[src/hdl/pfsa_pkg.sv]
// Shared constants for the paced FIFO send arbiter: sizes, field widths,
// opcode, status and failure cause codes. No dependencies.
package pfsa_pkg;

  localparam int unsigned MEMBERS  = 16;
  localparam int unsigned MemberW  = $clog2(MEMBERS);
  localparam int unsigned PtrW     = MemberW + 1;
  localparam int unsigned CountW   = 5;
  localparam int unsigned TimeW    = 63;
  localparam int unsigned BytesW   = 32;
  localparam int unsigned RateW    = 40;
  localparam int unsigned TotalW   = 64;
  localparam int unsigned DivCntW  = 6;

  localparam logic [PtrW-1:0]   NIL       = PtrW'(MEMBERS);
  localparam logic [RateW-1:0]  RATE_RST  = RateW'(125000000);
  localparam logic [TimeW-1:0]  NS_PER_S  = TimeW'(1000000000);

  localparam int unsigned InW  = 168;
  localparam int unsigned OutW = 216;

  typedef enum logic [2:0] {
    OP_ACQUIRE  = 3'd0,
    OP_COMPLETE = 3'd1,
    OP_ABANDON  = 3'd2,
    OP_LEAVE    = 3'd3,
    OP_POISON   = 3'd4
  } opcode_e;

  typedef enum logic [2:0] {
    ST_OK       = 3'd0,
    ST_WAIT     = 3'd1,
    ST_WAIT_T   = 3'd2,
    ST_FAILED   = 3'd3,
    ST_INVALID  = 3'd4,
    ST_MISS     = 3'd5,
    ST_MISMATCH = 3'd6,
    ST_OVERFLOW = 3'd7
  } status_e;

  typedef enum logic [2:0] {
    CS_NONE      = 3'd0,
    CS_ABANDONED = 3'd1,
    CS_MISMATCH  = 3'd2,
    CS_CNT_OVF   = 3'd3,
    CS_TIME_OVF  = 3'd4,
    CS_POISONED  = 3'd5
  } cause_e;

endpackage

[src/hdl/paced_fifo_send_arbiter_top.sv]
// Paced FIFO send arbiter: FIFO member queue, single send permit, GCRA pacing.
// Depends on pfsa_pkg.
//
// Usage:
//   s_axis carries one command beat (acquire, complete, abandon, leave, poison).
//   m_axis returns exactly one result beat per command.
//   cfg_we_i/cfg_wdata_i write the rate register (bytes per second); write
//   only while no command is in flight.
// Command flow:
//   One command at a time; s_axis_tready is high only in the idle cycle.
//   Other commands pass decode, any states of their own and the output state.
//   A paced complete runs through decode, one multiply by 1e9, one add, a
//   bit-serial restoring divider against the rate register, one add and
//   one output state.
// Reset:
//   Queue empty, no permit, no pace time, counters zero, rate 125000000.
// Stall:
//   The result beat is held in the output register until m_axis_tready; the
//   next command is accepted meanwhile but its result waits for the slot.
module paced_fifo_send_arbiter_top (
  input  logic                         clk_i,
  input  logic                         rst_ni,
  input  logic                         cfg_we_i,
  input  logic [pfsa_pkg::RateW-1:0]   cfg_wdata_i,
  input  logic                         s_axis_tvalid,
  output logic                         s_axis_tready,
  // opcode[2:0], member_id[6:3], time_ns[69:7], wire_bytes[101:70],
  // deadline_ns[164:102], submission_started[165], zero[167:166]
  input  logic [pfsa_pkg::InW-1:0]     s_axis_tdata,
  output logic                         m_axis_tvalid,
  input  logic                         m_axis_tready,
  // status[2:0], retry_time_ns[65:3], wake_valid[66], wake_member[70:67],
  // wake_all[71], waiting_count[76:72], charged_bytes[140:77],
  // charged_datagrams[204:141], failed[205], failure_cause[208:206], zero[215:209]
  output logic [pfsa_pkg::OutW-1:0]    m_axis_tdata
);

  localparam int unsigned MW = pfsa_pkg::MemberW;
  localparam int unsigned PW = pfsa_pkg::PtrW;
  localparam int unsigned TW = pfsa_pkg::TimeW;
  localparam int unsigned BW = pfsa_pkg::BytesW;
  localparam int unsigned RW = pfsa_pkg::RateW;
  localparam int unsigned CW = pfsa_pkg::TotalW;

  typedef enum logic [3:0] {
    S_IDLE, S_DECODE, S_APP0, S_APP1, S_ACQ_EVAL, S_UNLINK,
    S_MUL, S_ADDR, S_DIV, S_ADDT, S_RESP
  } state_e;

  state_e state_q;

  logic [2:0]    op_q;
  logic [MW-1:0] mem_q;
  logic [TW-1:0] time_q;
  logic [BW-1:0] bytes_q;
  logic [TW-1:0] dl_q;
  logic          started_q;

  logic [RW-1:0] rate_q;

  logic [PW-1:0] next_q [pfsa_pkg::MEMBERS];
  logic [PW-1:0] prev_q [pfsa_pkg::MEMBERS];
  logic [pfsa_pkg::MEMBERS-1:0] flag_q;
  logic [PW-1:0] head_q, tail_q, old_tail_q;
  logic [pfsa_pkg::CountW-1:0] count_q;

  logic          active_q;
  logic [MW-1:0] active_mem_q;
  logic [BW-1:0] permit_bytes_q;
  logic [TW-1:0] permit_start_q;
  logic          pace_valid_q;
  logic [TW-1:0] pace_q;
  logic          fail_q;
  logic [2:0]    cause_q;
  logic [CW-1:0] btotal_q, dtotal_q;

  logic [TW-1:0] num_q;
  logic [RW-1:0] rem_q;
  logic [pfsa_pkg::DivCntW-1:0] cnt_q;

  logic [2:0]    status_q;
  logic [TW-1:0] retry_q;
  logic          notify_q;

  logic                 out_valid_q;
  logic [pfsa_pkg::OutW-1:0] out_data_q;

  logic [RW:0]   trial, diff;
  logic          ge;
  logic [TW:0]   tsum;
  logic [PW-1:0] up, un;
  logic [PW-1:0] mem_ext;
  logic          invalid_acq;
  logic          wake_valid, wake_all;
  logic [MW-1:0] wake_mem;

  assign s_axis_tready = (state_q == S_IDLE);
  assign m_axis_tvalid = out_valid_q;
  assign m_axis_tdata  = out_data_q;

  assign trial   = {rem_q, num_q[TW-1]};
  assign ge      = (trial >= {1'b0, rate_q});
  assign diff    = trial - {1'b0, rate_q};
  assign tsum    = {1'b0, time_q} + {1'b0, num_q};
  assign up      = prev_q[mem_q];
  assign un      = next_q[mem_q];
  assign mem_ext = {1'b0, mem_q};

  assign invalid_acq = (bytes_q == '0) || (time_q > dl_q) ||
                       !(mem_ext < pfsa_pkg::NIL) ||
                       (active_q && (active_mem_q == mem_q));

  assign wake_valid = notify_q && (head_q < pfsa_pkg::NIL);
  assign wake_all   = wake_valid && fail_q;
  assign wake_mem   = (wake_valid && !fail_q) ? head_q[MW-1:0] : '0;

  always_ff @(posedge clk_i or negedge rst_ni) begin
    if (!rst_ni) begin
      state_q        <= S_IDLE;
      rate_q         <= pfsa_pkg::RATE_RST;
      for (int i = 0; i < pfsa_pkg::MEMBERS; i++) begin
        next_q[i] <= pfsa_pkg::NIL;
        prev_q[i] <= pfsa_pkg::NIL;
      end
      flag_q         <= '0;
      head_q         <= pfsa_pkg::NIL;
      tail_q         <= pfsa_pkg::NIL;
      old_tail_q     <= pfsa_pkg::NIL;
      count_q        <= '0;
      active_q       <= 1'b0;
      active_mem_q   <= '0;
      permit_bytes_q <= '0;
      permit_start_q <= '0;
      pace_valid_q   <= 1'b0;
      pace_q         <= '0;
      fail_q         <= 1'b0;
      cause_q        <= pfsa_pkg::CS_NONE;
      btotal_q       <= '0;
      dtotal_q       <= '0;
      out_valid_q    <= 1'b0;
      notify_q       <= 1'b0;
      status_q       <= pfsa_pkg::ST_OK;
    end else begin
      if (cfg_we_i) begin
        rate_q <= cfg_wdata_i;
      end
      if (out_valid_q && m_axis_tready) begin
        out_valid_q <= 1'b0;
      end

      unique case (state_q)
        S_IDLE: begin
          if (s_axis_tvalid) begin
            op_q      <= s_axis_tdata[2:0];
            mem_q     <= s_axis_tdata[6:3];
            time_q    <= s_axis_tdata[69:7];
            bytes_q   <= s_axis_tdata[101:70];
            dl_q      <= s_axis_tdata[164:102];
            started_q <= s_axis_tdata[165];
            status_q  <= pfsa_pkg::ST_OK;
            retry_q   <= '0;
            notify_q  <= 1'b0;
            state_q   <= S_DECODE;
          end
        end

        S_DECODE: begin
          state_q <= S_RESP;
          unique case (op_q)
            pfsa_pkg::OP_ACQUIRE: begin
              if (fail_q) begin
                status_q <= pfsa_pkg::ST_FAILED;
              end else if (invalid_acq) begin
                status_q <= pfsa_pkg::ST_INVALID;
              end else if (flag_q[mem_q]) begin
                state_q <= S_ACQ_EVAL;
              end else begin
                state_q <= S_APP0;
              end
            end
            pfsa_pkg::OP_COMPLETE: begin
              if (!active_q) begin
                status_q <= pfsa_pkg::ST_INVALID;
              end else if (!started_q || (bytes_q > permit_bytes_q) ||
                           (time_q < permit_start_q)) begin
                status_q <= pfsa_pkg::ST_MISMATCH;
                if (!fail_q) begin
                  fail_q  <= 1'b1;
                  cause_q <= pfsa_pkg::CS_MISMATCH;
                end
                active_q <= 1'b0;
                notify_q <= 1'b1;
              end else if ((CW'(bytes_q) > ~btotal_q) ||
                           ((bytes_q != '0) && (dtotal_q == '1))) begin
                status_q <= pfsa_pkg::ST_OVERFLOW;
                if (!fail_q) begin
                  fail_q  <= 1'b1;
                  cause_q <= pfsa_pkg::CS_CNT_OVF;
                end
                active_q <= 1'b0;
                notify_q <= 1'b1;
              end else if (bytes_q != '0) begin
                btotal_q <= btotal_q + CW'(bytes_q);
                dtotal_q <= dtotal_q + CW'(1);
                if (rate_q == '0) begin
                  status_q <= pfsa_pkg::ST_OVERFLOW;
                  if (!fail_q) begin
                    fail_q  <= 1'b1;
                    cause_q <= pfsa_pkg::CS_TIME_OVF;
                  end
                  active_q <= 1'b0;
                  notify_q <= 1'b1;
                end else begin
                  state_q <= S_MUL;
                end
              end else begin
                active_q <= 1'b0;
                notify_q <= 1'b1;
              end
            end
            pfsa_pkg::OP_ABANDON: begin
              if (active_q) begin
                if (started_q && !fail_q) begin
                  fail_q  <= 1'b1;
                  cause_q <= pfsa_pkg::CS_ABANDONED;
                end
                active_q <= 1'b0;
                notify_q <= 1'b1;
              end
            end
            pfsa_pkg::OP_LEAVE: begin
              if (mem_ext < pfsa_pkg::NIL) begin
                notify_q <= 1'b1;
                state_q  <= S_UNLINK;
              end
            end
            pfsa_pkg::OP_POISON: begin
              if (active_q) begin
                if (!fail_q) begin
                  fail_q  <= 1'b1;
                  cause_q <= pfsa_pkg::CS_POISONED;
                end
                notify_q <= 1'b1;
              end
            end
            default: begin
              status_q <= pfsa_pkg::ST_INVALID;
            end
          endcase
        end

        S_APP0: begin
          prev_q[mem_q] <= tail_q;
          flag_q[mem_q] <= 1'b1;
          count_q       <= count_q + pfsa_pkg::CountW'(1);
          tail_q        <= mem_ext;
          old_tail_q    <= tail_q;
          if (tail_q < pfsa_pkg::NIL) begin
            state_q <= S_APP1;
          end else begin
            head_q  <= mem_ext;
            state_q <= S_ACQ_EVAL;
          end
        end

        S_APP1: begin
          next_q[old_tail_q[MW-1:0]] <= mem_ext;
          state_q <= S_ACQ_EVAL;
        end

        S_ACQ_EVAL: begin
          priority if (active_q || (head_q != mem_ext)) begin
            status_q <= pfsa_pkg::ST_WAIT;
            retry_q  <= dl_q;
            state_q  <= S_RESP;
          end else if (pace_valid_q && (time_q < pace_q)) begin
            if (pace_q > dl_q) begin
              status_q <= pfsa_pkg::ST_MISS;
              notify_q <= 1'b1;
              state_q  <= S_UNLINK;
            end else begin
              status_q <= pfsa_pkg::ST_WAIT_T;
              retry_q  <= pace_q;
              state_q  <= S_RESP;
            end
          end else begin
            active_q       <= 1'b1;
            active_mem_q   <= mem_q;
            permit_bytes_q <= bytes_q;
            permit_start_q <= time_q;
            state_q        <= S_UNLINK;
          end
        end

        S_UNLINK: begin
          if (flag_q[mem_q]) begin
            if (up < pfsa_pkg::NIL) begin
              next_q[up[MW-1:0]] <= un;
            end else begin
              head_q <= un;
            end
            if (un < pfsa_pkg::NIL) begin
              prev_q[un[MW-1:0]] <= up;
            end else begin
              tail_q <= up;
            end
            next_q[mem_q] <= pfsa_pkg::NIL;
            flag_q[mem_q] <= 1'b0;
            count_q       <= count_q - pfsa_pkg::CountW'(1);
          end
          state_q <= S_RESP;
        end

        S_MUL: begin
          num_q   <= TW'(bytes_q) * pfsa_pkg::NS_PER_S;
          state_q <= S_ADDR;
        end

        S_ADDR: begin
          num_q   <= num_q + TW'(rate_q - RW'(1));
          rem_q   <= '0;
          cnt_q   <= '0;
          state_q <= S_DIV;
        end

        S_DIV: begin
          rem_q <= ge ? diff[RW-1:0] : trial[RW-1:0];
          num_q <= {num_q[TW-2:0], ge};
          cnt_q <= cnt_q + pfsa_pkg::DivCntW'(1);
          if (cnt_q == pfsa_pkg::DivCntW'(TW - 1)) begin
            state_q <= S_ADDT;
          end
        end

        S_ADDT: begin
          if (tsum[TW]) begin
            status_q <= pfsa_pkg::ST_OVERFLOW;
            if (!fail_q) begin
              fail_q  <= 1'b1;
              cause_q <= pfsa_pkg::CS_TIME_OVF;
            end
          end else begin
            pace_q       <= tsum[TW-1:0];
            pace_valid_q <= 1'b1;
          end
          active_q <= 1'b0;
          notify_q <= 1'b1;
          state_q  <= S_RESP;
        end

        S_RESP: begin
          if (!out_valid_q || m_axis_tready) begin
            out_valid_q <= 1'b1;
            out_data_q  <= {7'b0, cause_q, fail_q, dtotal_q, btotal_q, count_q,
                            wake_all, wake_mem, wake_valid, retry_q, status_q};
            state_q     <= S_IDLE;
          end
        end

        default: begin
          state_q <= S_IDLE;
        end
      endcase
    end
  end

endmodule

[config.mk]
export PLATFORM = sky130hd
export DESIGN_NAME = paced_fifo_send_arbiter_top
export DESIGN_NICKNAME = d
export VERILOG_FILES = /design/src/hdl/pfsa_pkg.sv /design/src/hdl/paced_fifo_send_arbiter_top.sv
export SDC_FILE = /design/constraint.sdc
export NUM_CORES = 2
export LEC_CHECK = 0
export ABC_CLOCK_PERIOD_IN_PS = 11200
export BUFFER_PORTS_ARGS = -buffer_cell sky130_fd_sc_hd__buf_2
export CELL_PAD_IN_SITES_DETAIL_PLACEMENT = 1
export CELL_PAD_IN_SITES_GLOBAL_PLACEMENT = 1
export CORE_ASPECT_RATIO = 2
export CORE_MARGIN = 2
export CORE_UTILIZATION = 50
export CTS_CLUSTER_DIAMETER = 30
export DETAILED_ROUTE_END_ITERATION = 8
export PLACE_DENSITY = 0.83
export SLEW_MARGIN = 20
export SYNTH_ARGS = -nofsm -noshare
export SYNTH_HDL_FRONTEND = slang
export SYNTH_SLANG_ARGS = --single-unit
[constraint.sdc]
create_clock -name clk_i -period 11.2 [get_ports clk_i]
set_input_delay 0.56 -clock clk_i [delete_from_list [all_inputs] [get_ports clk_i]]
set_output_delay 0.56 -clock clk_i [all_outputs]
set_load 0.01 [all_outputs]
==> results.md <==
* Max cap viols at 0
* Root Buffer: clkbuf_16
* Largest net degree at the start of global routing at 153
* Initial Util at 50.3%
* Syn Area/Cell at between 10 and 15 µm²
* Final setup viols at 0
* Fillers at approximately 16000
* Capturing element type of the critical path: flop
* I/O Pins at 431
* Slew HR at 21.0%
* CP Launch Type: flop
* Period utilization at 73.0%
* Status: completed
* Clock tree buffer depth at 4
* Rows at approximately 200
* Antenna-violating nets left at 0
* Post-synth top area share at 21.6%
* Area Overhead vs Synth at 15.3%
* Most common cell in the netlist: inv_1
* Antenna violations before repair at 19
* PostCTS Resize Cnt at 0
* Yosys warning count at 0
* CTS Buf Count at 169
* First-pass GRT wire length at 436000 µm
* Routed WL at between 200000 and 300000 µm
* Number of synthesized flops with an enable pin at 547
* GRT Util Overall at 37.1%
* CTS tree: built
* PortBufs at 421
* Crit path arrival time at 8.72 ns
* Register bit total from synthesis at 1087
* Register area share after synthesis at approximately two fifths
* Synth Instances at approximately 7500
* CTS sink cnt at 1087
* Critical path, cell by cell: inv_1 > ha_1 > inv_1 > fa_1 > fa_1 > fa_1 > fa_1 > inv_1 > fa_1 > inv_1 > fa_1 > inv_1 > ha_1 > nand3_1 > o221ai_1 > a21oi_1 > o21a_1 > o21ai_1 > a41oi_1 > o21ai_1 > a221oi_1 > mux2i_1 > a221o_1
* Die width at 280 µm
* Crit-path slowest cell: edfxtp_1
* Placed cells at 9699
* TNS Setup at 0 ns
* Synth area leaders: edfxtp_1 22%, dfrtp_1 16%, ha_1 13%
* Clk_skew at 0.0689 ns
* Crit-path max cell delay at 0.78 ns
* Share of cells above drive strength 1 at 11.9%
* Dpl hpwl at between 200000 and 250000 µm
* Yosys top cell by area: edfxtp_1
* Die area at approximately 160000 µm²
* Worst hold path class: in2reg
* Gp weighted congestion at 0.948
* Clock Latency Late Sink at 0.85 ns
* Worst-path clk slew at 0.06 ns
* Fin. max-slew vios at 0
* Top delay family on crit path: adder cells
* Finished Cell Area at 87600 µm²
* Most common library cells after synthesis: 823 x inv_1, 790 x nand2_1, 768 x ha_1, 552 x o21ai_0, 547 x edfxtp_1
* Gr ovfl total at 0
* Max frequency at around 120 MHz
* Finished Layout Cells at around 10000
* Nets at 9419
* Main synth FF type: edfxtp_1
* First drt pass iteration count at 6
* Minimum clock period at 8.17 ns
* DR WL/cell at 28.4 µm
* DR iter-0 viols at 4513
* DP Area at 80100 µm²
* Synth async-reset ratio at around 50%
* Yosys cell types at ~110
* Required @ worst endpoint at 11.75 ns
* Synth Cell Area at 76000 µm²
* Hold Fails Final Rpt at 0
* H-tree Lvls at 4
* Worst path most repeated cell: fa_1
* Vias in the first global route at 72442
* RSZ-0062 raised after global routing: no
* WP buf/inv at 5
* Via count at 64445
* Routed vias/inst at 6.32
* Register-to-register path setup slack at roughly 3 ns
* Core Region at 151000 µm²
* Worst-margin pin slew at 1.18 ns
* Crit path max fanout at 10
* Residual DRC at 0
* WS Path Type: reg2reg
* Die Height at 555 µm
==> per-layer routing <==
layer	wire length (µm)	track usage [%]
met1	92700	35.5
met2	149000	66.5
met3	18100	7.58
met4	30200	33.1
met5	80	0
==> area by class of cell <==
cell class                 instances  area (µm²)  area share, %
tap                             1938        2420           2.77
inverter                         825        3100           3.53
clock inverter                   114        1170           1.34
antenna                            8        20.0         0.0229
multi-input combinational       5362       41900           47.8
timing repair buffer             676        4530           5.17
clock buffer                     191        4450           5.08
sequential                      1087       30000           34.2
==> worst reg2reg max path, delay by kind of cell, from the launching register on <==
| family | cells | cell delay [ns] |
|---|---|---|
| and+or+nand+nor | 1 | 0.26 |
| buffers and inverters | 5 | 0.60 |
| adders and majority gates | 8 | 4.12 |
| AOI/OAI and AO/OA | 8 | 1.97 |
| muxes | 1 | 0.14 |
| DFF | 1 | 0.78 |
==> flip-flops by register name, summed over array words and instances, names as in the netlist, 64 cells and up, named ones only <==
name	flops
btotal_q	64
dtotal_q	64
m_axis_tdata	209
next_q	80
prev_q	80
==> through the flow <==
stage	hold WS (ns)	utilization, %	setup WS (ns)
floorplan	0.264	-	0.847
global placement	0.404	53.0	3.24
detailed placement	0.406	53.0	3.15
CTS	0.00208	57.9	3.13
global route	0.0322	58.0	2.72
finish	0.0213	58.0	3.03
==> worst paths after layout <==
path / endpoint / from / cells after the start
min in group asynchronous: permit_start_q[25] / rst_ni / 2
setup / recovery: num_q[59] / bytes_q[12] / 23
hold reg to reg: m_axis_tdata[42] / retry_q[39] / 0
hold / removal: rate_q[24] / cfg_wdata_i[24] / 3
max in group asynchronous: asynchronous set/reset pin / rst_ni / 5
setup reg to reg: num_q[59] / bytes_q[12] / 23
==> placed cells by master (no fill, tap or decap), types with 141 or more instances in the layout <==
master,Yosys,routed
dfrtp_1,493,493
edfxtp_1,547,547
buf_2,31,420
clkbuf_16,0,173
inv_1,823,823
o21ai_0,552,552
nor2_1,365,360
dlygate4sd3_1,0,189
nand2_1,790,788
xnor2_1,222,222
ha_1,768,768
nand3_1,142,141
fa_1,317,317
a21oi_1,540,538
a21o_1,203,203
==> what timing repair did <==
action | in CTS | in global routing
endpoints found under the hold margin | 260 | 0
hold buffers | 189 | 0
buffers inserted | 0 | 0
==> logic make-up (layout without fill, tap and decap cells) <==
family	Yosys count	count (layout)	synth area share (%)
buf+inv	1092	1806	5.60
fa+ha+maj	1086	1086	21.0
mux	113	113	2.42
other cells	1	15	0.00493
simple gates	1893	1893	11.8
compound gates	1901	1901	15.5
xor+xnor	362	362	4.17
flops	1087	1087	39.5
Power is left out: the tool's default activity adds up to more than one toggle a clock period on the data nets, which glitch-free logic cannot reach.
